==> config.mk <==
export PLATFORM = sky130hd
export DESIGN_NAME = set_of_stacks_with_pop_at_flat
export DESIGN_NICKNAME = d
export VERILOG_FILES = /design/src/sosp_pkg.sv /design/src/sosp_if.sv /design/src/sosp_cell.sv /design/src/sosp_ctrl.sv /design/src/set_of_stacks_with_pop_at.sv /design/src/flat_wrapper.sv
export SDC_FILE = /design/constraint.sdc
export NUM_CORES = 2
export LEC_CHECK = 0
export BUFFER_PORTS_ARGS = -buffer_cell sky130_fd_sc_hd__buf_4
export CORE_MARGIN = 4
export CORE_UTILIZATION = 35
export DETAILED_ROUTE_END_ITERATION = 16
export PLACE_DENSITY_LB_ADDON = 0.25
export SLEW_MARGIN = 0
export SYNTH_ARGS = -nofsm -noshare
export SYNTH_HDL_FRONTEND = slang
export SYNTH_HIERARCHICAL = 1
export SYNTH_SLANG_ARGS = --single-unit
==> constraint.sdc <==
create_clock -name clk -period 25.2 [get_ports clk]
set_input_delay 1.26 -clock clk [delete_from_list [all_inputs] [get_ports clk]]
set_output_delay 1.26 -clock clk [all_outputs]
set_load 0.02 [all_outputs]
==> src/sosp_pkg.sv <==
`timescale 1ns / 1ps
// Shared types, sizes and codes for the set-of-stacks block.
// No dependencies; every other file imports this package.
package sosp_pkg;

    localparam int TOTAL_DEPTH = 64;
    localparam int VALUE_WIDTH = 32;

    localparam int DATA_W = 32;
    localparam int CMD_W  = 2;
    localparam int SIDX_W = 6;
    localparam int OCNT_W = 7;
    localparam int CAP_W  = 7;

    localparam int IDX_W  = $clog2(TOTAL_DEPTH);
    localparam int CNT_W  = $clog2(TOTAL_DEPTH + 1);
    localparam int CW     = (CNT_W > CAP_W) ? CNT_W : CAP_W;
    localparam int PROD_W = SIDX_W + 1 + CW;

    localparam logic [CMD_W-1:0] CMD_PUSH   = 2'd0;
    localparam logic [CMD_W-1:0] CMD_POP    = 2'd1;
    localparam logic [CMD_W-1:0] CMD_POP_AT = 2'd2;

    localparam logic [CAP_W-1:0] CAP_RESET = 7'd4;

    typedef enum logic [1:0] {
        ST_OK     = 2'd0,
        ST_EMPTY  = 2'd1,
        ST_BADIDX = 2'd2,
        ST_FULL   = 2'd3
    } status_t;

    typedef enum logic {
        S_RUN,
        S_RECALC
    } ctl_state_t;

    typedef struct packed {
        logic             load;
        logic             shift;
        logic [IDX_W-1:0] pos;
    } cell_ctl_t;

    typedef struct packed {
        status_t       status;
        logic          take;
        logic [CW-1:0] value_count;
        logic [CW-1:0] stack_count;
    } ctl_res_t;

endpackage

==> src/sosp_if.sv <==
`timescale 1ns / 1ps
// Valid/ready channel interfaces: command words in, result words out, capacity writes.
// Depends on sosp_pkg for field widths.
interface sosp_item_if;
    import sosp_pkg::*;
    logic              valid;
    logic              ready;
    logic [CMD_W-1:0]  command;
    logic [DATA_W-1:0] push_value;
    logic [SIDX_W-1:0] stack_index;

    modport source (output valid, command, push_value, stack_index, input ready);
    modport sink   (input valid, command, push_value, stack_index, output ready);
endinterface

interface sosp_result_if;
    import sosp_pkg::*;
    logic              valid;
    logic              ready;
    logic [DATA_W-1:0] popped_value;
    logic [1:0]        status;
    logic [OCNT_W-1:0] value_count;
    logic [OCNT_W-1:0] stack_count;

    modport source (output valid, popped_value, status, value_count, stack_count,
                    input ready);
    modport sink   (input valid, popped_value, status, value_count, stack_count,
                    output ready);
endinterface

interface sosp_cfg_if;
    import sosp_pkg::*;
    logic             valid;
    logic             ready;
    logic [CAP_W-1:0] stack_capacity;

    modport source (output valid, stack_capacity, input ready);
    modport sink   (input valid, stack_capacity, output ready);
endinterface

==> src/sosp_cell.sv <==
`timescale 1ns / 1ps
// One storage cell of the value chain: loads a pushed word or takes its right neighbor.
// Depends on sosp_pkg.
module sosp_cell (
    input  logic                            clk,
    input  sosp_pkg::cell_ctl_t             ctl,
    input  logic [sosp_pkg::IDX_W-1:0]      my_idx,
    input  logic [sosp_pkg::VALUE_WIDTH-1:0] push_word,
    input  logic [sosp_pkg::VALUE_WIDTH-1:0] right_q,
    output logic [sosp_pkg::VALUE_WIDTH-1:0] q,
    output logic [sosp_pkg::VALUE_WIDTH-1:0] tap
);
    import sosp_pkg::*;

    logic [VALUE_WIDTH-1:0] val_reg;
    logic [VALUE_WIDTH-1:0] val_next;

    always_comb
    begin
        val_next = val_reg;
        if (ctl.load && (ctl.pos == my_idx))
        begin
            val_next = push_word;
        end
        else if (ctl.shift && (my_idx >= ctl.pos))
        begin
            val_next = right_q;
        end
    end

    always_ff @(posedge clk)
    begin
        val_reg <= val_next;
    end

    assign q   = val_reg;
    assign tap = (ctl.pos == my_idx) ? val_reg : '0;

endmodule

==> src/sosp_ctrl.sv <==
`timescale 1ns / 1ps
// Count keeper: held count, stack count, last-stack fill, capacity and its re-derive sequencer.
// Depends on sosp_pkg.
module sosp_ctrl (
    input  logic                        clk,
    input  logic                        rst_n,
    input  logic                        cfg_we,
    input  logic [sosp_pkg::CAP_W-1:0]  cfg_data,
    input  logic                        go,
    input  logic [sosp_pkg::CMD_W-1:0]  command,
    input  logic [sosp_pkg::SIDX_W-1:0] stack_index,
    output sosp_pkg::cell_ctl_t         ctl,
    output sosp_pkg::ctl_res_t          res,
    output logic                        busy
);
    import sosp_pkg::*;

    ctl_state_t       state_reg;
    ctl_state_t       state_next;
    logic [CAP_W-1:0] cap_reg;
    logic [CAP_W-1:0] cap_next;
    logic [CW-1:0]    held_reg;
    logic [CW-1:0]    held_next;
    logic [CW-1:0]    stacks_reg;
    logic [CW-1:0]    stacks_next;
    logic [CW-1:0]    fill_reg;
    logic [CW-1:0]    fill_next;
    logic [CW-1:0]    rem_reg;
    logic [CW-1:0]    rem_next;

    logic [CW-1:0]     cap;
    logic              full;
    logic              rem_fits;
    logic              recalc_step;
    logic [PROD_W-1:0] stack_end;
    logic [PROD_W-1:0] held_wide;
    logic [PROD_W-1:0] top_pos;
    logic              take;
    status_t           status;

    assign cap       = (cap_reg == '0) ? CW'(1) : CW'(cap_reg);
    assign full      = (held_reg >= CW'(TOTAL_DEPTH));
    assign rem_fits  = (rem_reg <= cap);
    assign held_wide = PROD_W'(held_reg);
    assign stack_end = (PROD_W'(stack_index) + PROD_W'(1)) * PROD_W'(cap);
    assign top_pos   = ((stack_end > held_wide) ? held_wide : stack_end) - PROD_W'(1);

    always_comb
    begin
        state_next = state_reg;
        unique case (state_reg)
            S_RUN:
            begin
                if (cfg_we)
                begin
                    state_next = S_RECALC;
                end
            end
            S_RECALC:
            begin
                if (!cfg_we && rem_fits)
                begin
                    state_next = S_RUN;
                end
            end
            default:
            begin
                state_next = S_RUN;
            end
        endcase
    end

    always_comb
    begin
        busy        = 1'b0;
        recalc_step = 1'b0;
        unique case (state_reg)
            S_RUN:
            begin
                busy = 1'b0;
            end
            S_RECALC:
            begin
                busy        = 1'b1;
                recalc_step = !cfg_we;
            end
            default:
            begin
                busy = 1'b0;
            end
        endcase
    end

    always_comb
    begin
        held_next   = held_reg;
        stacks_next = stacks_reg;
        fill_next   = fill_reg;
        rem_next    = rem_reg;
        cap_next    = cap_reg;
        ctl         = '0;
        take        = 1'b0;
        status      = ST_OK;

        if (go)
        begin
            unique case (command)
                CMD_PUSH:
                begin
                    if (full)
                    begin
                        status = ST_FULL;
                    end
                    else
                    begin
                        ctl.load  = 1'b1;
                        ctl.pos   = IDX_W'(held_reg);
                        held_next = held_reg + CW'(1);
                        if (fill_reg == cap)
                        begin
                            stacks_next = stacks_reg + CW'(1);
                            fill_next   = CW'(1);
                        end
                        else
                        begin
                            fill_next = fill_reg + CW'(1);
                        end
                    end
                end
                CMD_POP:
                begin
                    if (held_reg == '0)
                    begin
                        status = ST_EMPTY;
                    end
                    else
                    begin
                        take    = 1'b1;
                        ctl.pos = IDX_W'(held_reg - CW'(1));
                    end
                end
                CMD_POP_AT:
                begin
                    if (CW'(stack_index) >= stacks_reg)
                    begin
                        status = ST_BADIDX;
                    end
                    else if (held_reg == '0)
                    begin
                        status = ST_EMPTY;
                    end
                    else
                    begin
                        take    = 1'b1;
                        ctl.pos = top_pos[IDX_W-1:0];
                    end
                end
                default:
                begin
                    status = ST_OK;
                end
            endcase
        end

        if (take)
        begin
            ctl.shift = 1'b1;
            held_next = held_reg - CW'(1);
            if (held_reg == CW'(1))
            begin
                stacks_next = CW'(1);
                fill_next   = '0;
            end
            else if (fill_reg == CW'(1))
            begin
                stacks_next = stacks_reg - CW'(1);
                fill_next   = cap;
            end
            else
            begin
                fill_next = fill_reg - CW'(1);
            end
        end

        // walk the held count down one stack per cycle while no capacity write is pending
        if (recalc_step)
        begin
            if (rem_fits)
            begin
                fill_next = rem_reg;
            end
            else
            begin
                rem_next    = rem_reg - cap;
                stacks_next = stacks_reg + CW'(1);
            end
        end

        if (cfg_we)
        begin
            cap_next    = cfg_data;
            rem_next    = held_reg;
            stacks_next = CW'(1);
        end
    end

    assign res.status      = status;
    assign res.take        = take;
    assign res.value_count = held_next;
    assign res.stack_count = stacks_next;

    always_ff @(posedge clk or negedge rst_n)
    begin
        if (!rst_n)
        begin
            state_reg  <= S_RUN;
            cap_reg    <= CAP_RESET;
            held_reg   <= '0;
            stacks_reg <= CW'(1);
            fill_reg   <= '0;
            rem_reg    <= '0;
        end
        else
        begin
            state_reg  <= state_next;
            cap_reg    <= cap_next;
            held_reg   <= held_next;
            stacks_reg <= stacks_next;
            fill_reg   <= fill_next;
            rem_reg    <= rem_next;
        end
    end

    a_held_bound: assert property (@(posedge clk) disable iff (!rst_n)
        held_reg <= CW'(TOTAL_DEPTH))
        else $error("held count beyond storage depth");

    a_empty_shape: assert property (@(posedge clk) disable iff (!rst_n)
        (state_reg == S_RUN && held_reg == '0) |-> (stacks_reg == CW'(1) && fill_reg == '0))
        else $error("empty store with stray stack shape");

    a_fill_range: assert property (@(posedge clk) disable iff (!rst_n)
        (state_reg == S_RUN && held_reg != '0) |-> (fill_reg != '0 && fill_reg <= cap))
        else $error("last stack fill out of range");

    a_no_item_in_recalc: assert property (@(posedge clk) disable iff (!rst_n)
        go |-> (state_reg == S_RUN))
        else $error("word taken while re-deriving stacks");

    a_push_grows: assert property (@(posedge clk) disable iff (!rst_n)
        (go && command == CMD_PUSH && !full) |=> (held_reg == $past(held_reg) + CW'(1)))
        else $error("accepted push did not grow the store");

endmodule

==> src/set_of_stacks_with_pop_at.sv <==
`timescale 1ns / 1ps
// Set of stacks with pop at index: top level with the cell chain and result register.
// Depends on sosp_pkg, sosp_if, sosp_cell and sosp_ctrl.
//
// Usage:
//   item   : command words in (push, pop newest, pop top of a given stack).
//   result : one word out per command: popped value, status, value and stack counts.
//   cfg    : writes the stack capacity; write only while the block is idle.
// The result word is registered at the edge that takes the command. Throughput
// is one command per cycle while item.ready is high, since every cell of the chain
// loads or shifts from its neighbor in that same cycle; the stack bookkeeping and
// the (index+1)*capacity product for pop at index sit in front of that edge.
// After a capacity write the stack boundaries are re-derived by subtracting the
// capacity once per cycle while no further write arrives, so item.ready stays
// low until the last stack is found; cfg is always ready.
// Reset clears the counts (empty, one stack, capacity 4) and the result valid flag;
// stored values are not cleared and are never read before being written.
// When the receiver stalls, the result word holds and item.ready drops until it
// is taken; a new command is taken in the same cycle the held word leaves.
module set_of_stacks_with_pop_at (
    input  logic          clk,
    input  logic          rst_n,
    sosp_item_if.sink     item,
    sosp_result_if.source result,
    sosp_cfg_if.sink      cfg
);
    import sosp_pkg::*;

    cell_ctl_t              ctl;
    ctl_res_t               res;
    logic                   busy;
    logic                   go;
    logic [VALUE_WIDTH-1:0] push_word;
    logic [VALUE_WIDTH-1:0] q    [TOTAL_DEPTH];
    logic [VALUE_WIDTH-1:0] tap  [TOTAL_DEPTH];
    logic [VALUE_WIDTH-1:0] picked;

    logic              out_valid_reg;
    logic              out_valid_next;
    logic [DATA_W-1:0] popped_reg;
    logic [1:0]        status_reg;
    logic [OCNT_W-1:0] value_count_reg;
    logic [OCNT_W-1:0] stack_count_reg;

    assign item.ready = !busy && (!out_valid_reg || result.ready);
    assign go         = item.valid && item.ready;
    assign cfg.ready  = 1'b1;
    assign push_word  = VALUE_WIDTH'(item.push_value);

    sosp_ctrl u_ctrl (
        .clk         (clk),
        .rst_n       (rst_n),
        .cfg_we      (cfg.valid),
        .cfg_data    (cfg.stack_capacity),
        .go          (go),
        .command     (item.command),
        .stack_index (item.stack_index),
        .ctl         (ctl),
        .res         (res),
        .busy        (busy)
    );

    for (genvar i = 0; i < TOTAL_DEPTH; i++)
    begin : g_cell
        sosp_cell u_cell (
            .clk       (clk),
            .ctl       (ctl),
            .my_idx    (IDX_W'(i)),
            .push_word (push_word),
            .right_q   (q[(i + 1 < TOTAL_DEPTH) ? i + 1 : i]),
            .q         (q[i]),
            .tap       (tap[i])
        );
    end

    always_comb
    begin
        picked = '0;
        for (int i = 0; i < TOTAL_DEPTH; i++)
        begin
            picked = picked | tap[i];
        end
    end

    always_comb
    begin
        out_valid_next = out_valid_reg;
        if (go)
        begin
            out_valid_next = 1'b1;
        end
        else if (result.ready)
        begin
            out_valid_next = 1'b0;
        end
    end

    always_ff @(posedge clk or negedge rst_n)
    begin
        if (!rst_n)
        begin
            out_valid_reg <= 1'b0;
        end
        else
        begin
            out_valid_reg <= out_valid_next;
        end
    end

    always_ff @(posedge clk)
    begin
        if (go)
        begin
            popped_reg      <= res.take ? DATA_W'($signed(picked)) : '0;
            status_reg      <= res.status;
            value_count_reg <= OCNT_W'(res.value_count);
            stack_count_reg <= OCNT_W'(res.stack_count);
        end
    end

    assign result.valid        = out_valid_reg;
    assign result.popped_value = popped_reg;
    assign result.status       = status_reg;
    assign result.value_count  = value_count_reg;
    assign result.stack_count  = stack_count_reg;

endmodule

==> src/flat_wrapper.sv <==
// flat-port wrapper written by rule: the top's interface ports become plain ports
module set_of_stacks_with_pop_at_flat import sosp_pkg::*;
  (clk, rst_n, item_valid, item_command, item_push_value, item_stack_index, item_ready, result_valid, result_popped_value, result_status, result_value_count, result_stack_count, result_ready, cfg_valid, cfg_stack_capacity, cfg_ready);
  sosp_item_if item_i ();
  sosp_result_if result_i ();
  sosp_cfg_if cfg_i ();
  input  logic clk;
  input  logic rst_n;
  input wire logic [$bits(item_i.valid)-1:0] item_valid;
  input wire logic [$bits(item_i.command)-1:0] item_command;
  input wire logic [$bits(item_i.push_value)-1:0] item_push_value;
  input wire logic [$bits(item_i.stack_index)-1:0] item_stack_index;
  output wire logic [$bits(item_i.ready)-1:0] item_ready;
  output wire logic [$bits(result_i.valid)-1:0] result_valid;
  output wire logic [$bits(result_i.popped_value)-1:0] result_popped_value;
  output wire logic [$bits(result_i.status)-1:0] result_status;
  output wire logic [$bits(result_i.value_count)-1:0] result_value_count;
  output wire logic [$bits(result_i.stack_count)-1:0] result_stack_count;
  input wire logic [$bits(result_i.ready)-1:0] result_ready;
  input wire logic [$bits(cfg_i.valid)-1:0] cfg_valid;
  input wire logic [$bits(cfg_i.stack_capacity)-1:0] cfg_stack_capacity;
  output wire logic [$bits(cfg_i.ready)-1:0] cfg_ready;
  assign item_i.valid = item_valid;
  assign item_i.command = item_command;
  assign item_i.push_value = item_push_value;
  assign item_i.stack_index = item_stack_index;
  assign item_ready = item_i.ready;
  assign result_valid = result_i.valid;
  assign result_popped_value = result_i.popped_value;
  assign result_status = result_i.status;
  assign result_value_count = result_i.value_count;
  assign result_stack_count = result_i.stack_count;
  assign result_i.ready = result_ready;
  assign cfg_i.valid = cfg_valid;
  assign cfg_i.stack_capacity = cfg_stack_capacity;
  assign cfg_ready = cfg_i.ready;
  set_of_stacks_with_pop_at u_core (.clk(clk), .rst_n(rst_n), .item(item_i), .result(result_i), .cfg(cfg_i));
endmodule
==> metrics.md <==
| Metric | Value |
|---|---|
| Largest net degree at the start of global routing | 68 |
| Worst VDD drop | 0.0000680 V |
| Outcome | finished, violations left |
| Pleak | 67.1 nW |
| Worst path slowest cell | nor4_1 |
| Crit path largest cell delay | 1.26 ns |
| Crit Path Class | in -> reg |
| Worst Hold Class | in -> async |
| First-pass iteration count of the detailed router | 8 |
| First-pass GRT wire length | 789000 um |
| Area contributors post-synth | edfxtp_1, mux2_4, and3_1 |
| Final Setup Violations | 0 |
| Post-Layout Cell Count | 15.3k |
| Clock Sinks | 2133 |
| Final RePlAce weighted congestion | 0.986 |
| DRC | 0 |
| Initial core utilization | 35.1% |
| Fraction of layout cells with a size suffix above 1 | 32.2% |
| Vias in the first global route | 90.2k |
| Final TNS setup | 0 ns |
| Clk_skew | 0.108 ns |
| Most frequent cells in the layout | and3_1, edfxtp_1, mux2_4 |
| PD cells | 60.8 mW/mm2 |
| Peak Freq | 82.5 MHz |
| Max_slew headroom | -13.1% |
| Unrepaired setup endpoints after global routing | no |
| Layout area overhead | 11.1% |
| Sequential-to-total area share from yosys stat | 47.9% |
| Gr ovfl total | 0 |
| Clk_lat worst skew | 0.98 ns |
| Hold_ws | 0.318 ns |
| Crit start category | primary input |
| Die Y | 625 um |
| Max reg flops | 2048 |
| TritonCTS Buffers | 240 |
| Vias | 95.0k |
| Die area | 0.391 mm2 |
| Total Routing Usage GR | 28.7% |
| Synth async-reset ratio | 1.73% |
| Crit path top cell by count | inv_1 |
| Die W | 625 um |
| Clk slew on worst S/H paths | 0.07 ns |
| Via/cell ratio | 6.20 |
| CTS tree | done |
| Mapped Cells | 9789 |
| Avg WL per Cell | 38.4 um |
| Top cell type's share of synthesized area | 47.2% |
| Violated checks | max-capacitance violations, max-slew violations |
| Bufs on Longest Clock Path | 4 |
| Initial DRC count | 14.2k |
| Initial antenna violation count | 53 |
| Final hold violation count | 0 |
| Root buffer cell | clkbuf_16 |
| Worst Tran Pin Value | 1.68 ns |
| Commonest non-fill, non-tap cell in the layout | and3_1 |
| # H-tree levels | 4 |
| Final Routed Wirelength | 588000 um |
| Post-synth EDFFs | 2096 |
| Post-CTS Setup Bufs | 0 |
| Number of synthesized register bits | 2133 |
| Nets | 10.6k |
| Final slew viol count | 8 |
| Min cycle time layout | 12.13 ns |
| Area leader, netlist | edfxtp_1 |
| Final HPWL DP | 393000 um |
| CTS resizes | 0 |
| Main synth FF type | edfxtp_1 |
| Core area | 0.379 mm2 |
| Period utilisation layout | 48.1% |
| Post-synthesis cell area | 0.133 mm2 |
| Unique masters post-synth | 84 |
| Critical Path RT | 25.89 ns |
| Hold_buf cts | 0 |
| Total of max-cap violations | 5 |
| Final ANT Viol Nets | 0 |
| Port bufs | 101 |
| Final Power | 9.00 mW |
| Avg Cell Area, Syn | 13.6 um2 |
| Crit end category | flip-flop |
| Ports | 103 |
| WP data arrival | 12.82 ns |
| Site row count | 226 |
| Worst-path maximum fanout | 34 |
| Yosys warning total | 6 |
| Placed cell count | 14.9k |
==> per-stage QoR <==
stage               setup slack [ns]  cell area, um2  utilization [%]
floorplan                      13.61          135000                -
global placement               11.54          140000             36.9
detailed placement             12.55          140000             37.0
CTS                            13.53          148000             39.0
global route                   13.00          148000             39.0
finish                         13.07          148000             39.0
==> power breakdown <==
group / internal (mW) / switching [mW] / total, mW
clock network: 2.04 / 1.57 / 3.61
registers: 3.94 / 0.0926 / 4.04
logic: 0.394 / 0.957 / 1.35
==> Yosys cell counts, drive strengths merged (70+ instances only) <==
master,count
nor4,518
mux2,2051
nand2,126
nand4,203
nor2b,70
ha,450
buf,333
clkbuf,404
a21oi,172
or2,71
nand3,89
inv,450
and3,2245
edfxtp,2096
==> cell families (layout without fill, tap and decap cells) <==
logic type / after synthesis / after routing / share of synthesized area, %
other cells: 2 / 417 / 0.00564
buf+inv: 1189 / 1296 / 4.81
fa+ha+maj: 475 / 475 / 4.60
compound gates: 457 / 457 / 2.64
mux: 2057 / 2057 / 22.8
simple gates: 3436 / 3436 / 17.0
flops: 2133 / 2133 / 47.9
xor+xnor: 40 / 40 / 0.263
==> layer usage <==
layer	track usage, %	vias to the layer above	wire, um
met3	7.83	1186	62400
met2	42.6	6112	250000
met4	17.4	26	43500
li1	-	38183	-
met1	37.3	49492	233000
met5	0	-	172
==> area by class of cell <==
| class | count | area (um2) |
|---|---|---|
| clock buffers | 296 | 6360 |
| inverters | 452 | 1710 |
| multi-input cells | 6850 | 65200 |
| clock inverters | 140 | 1370 |
| flip-flops and latches | 2133 | 63900 |
| repair buffers | 408 | 3110 |
| diodes | 32 | 80.1 |
| well taps | 5016 | 6280 |
| fillers | 35508 | 231000 |
==> worst max-delay path, delay by kind of cell <==
kind	cells	cell delay [ns]
AOI/OAI and AO/OA	7	1.64
xor gates and xnor gates	1	0.40
adders and majority gates	8	3.25
buffers and inverters	9	1.62
and+or+nand+nor	10	4.58
==> path summary, 6_finish.rpt <==
| kind | start | end | slack, ns | depth (start not counted) |
|---|---|---|---|---|
| min in group clk | u_core/u_ctrl/cap_reg[0] | u_core/u_ctrl/cap_reg[0] | 0.54 | 1 |
| min reg2reg | u_core/u_ctrl/cap_reg[0] | u_core/u_ctrl/cap_reg[0] | 0.54 | 1 |
| min | rst_n | u_core/u_ctrl/cap_reg[3] | 0.32 | 1 |
| max | item_stack_index[0] | u_core/result.popped_value[19] | 13.07 | 35 |
| max in group asynchronous | rst_n | u_core/u_ctrl/stacks_reg[6] | 24.50 | 1 |
| max reg2reg | u_core/u_ctrl/cap_reg[1] | u_core/result.popped_value[19] | 13.48 | 32 |
No activity file was read; power rests on OpenSTA's default activity.
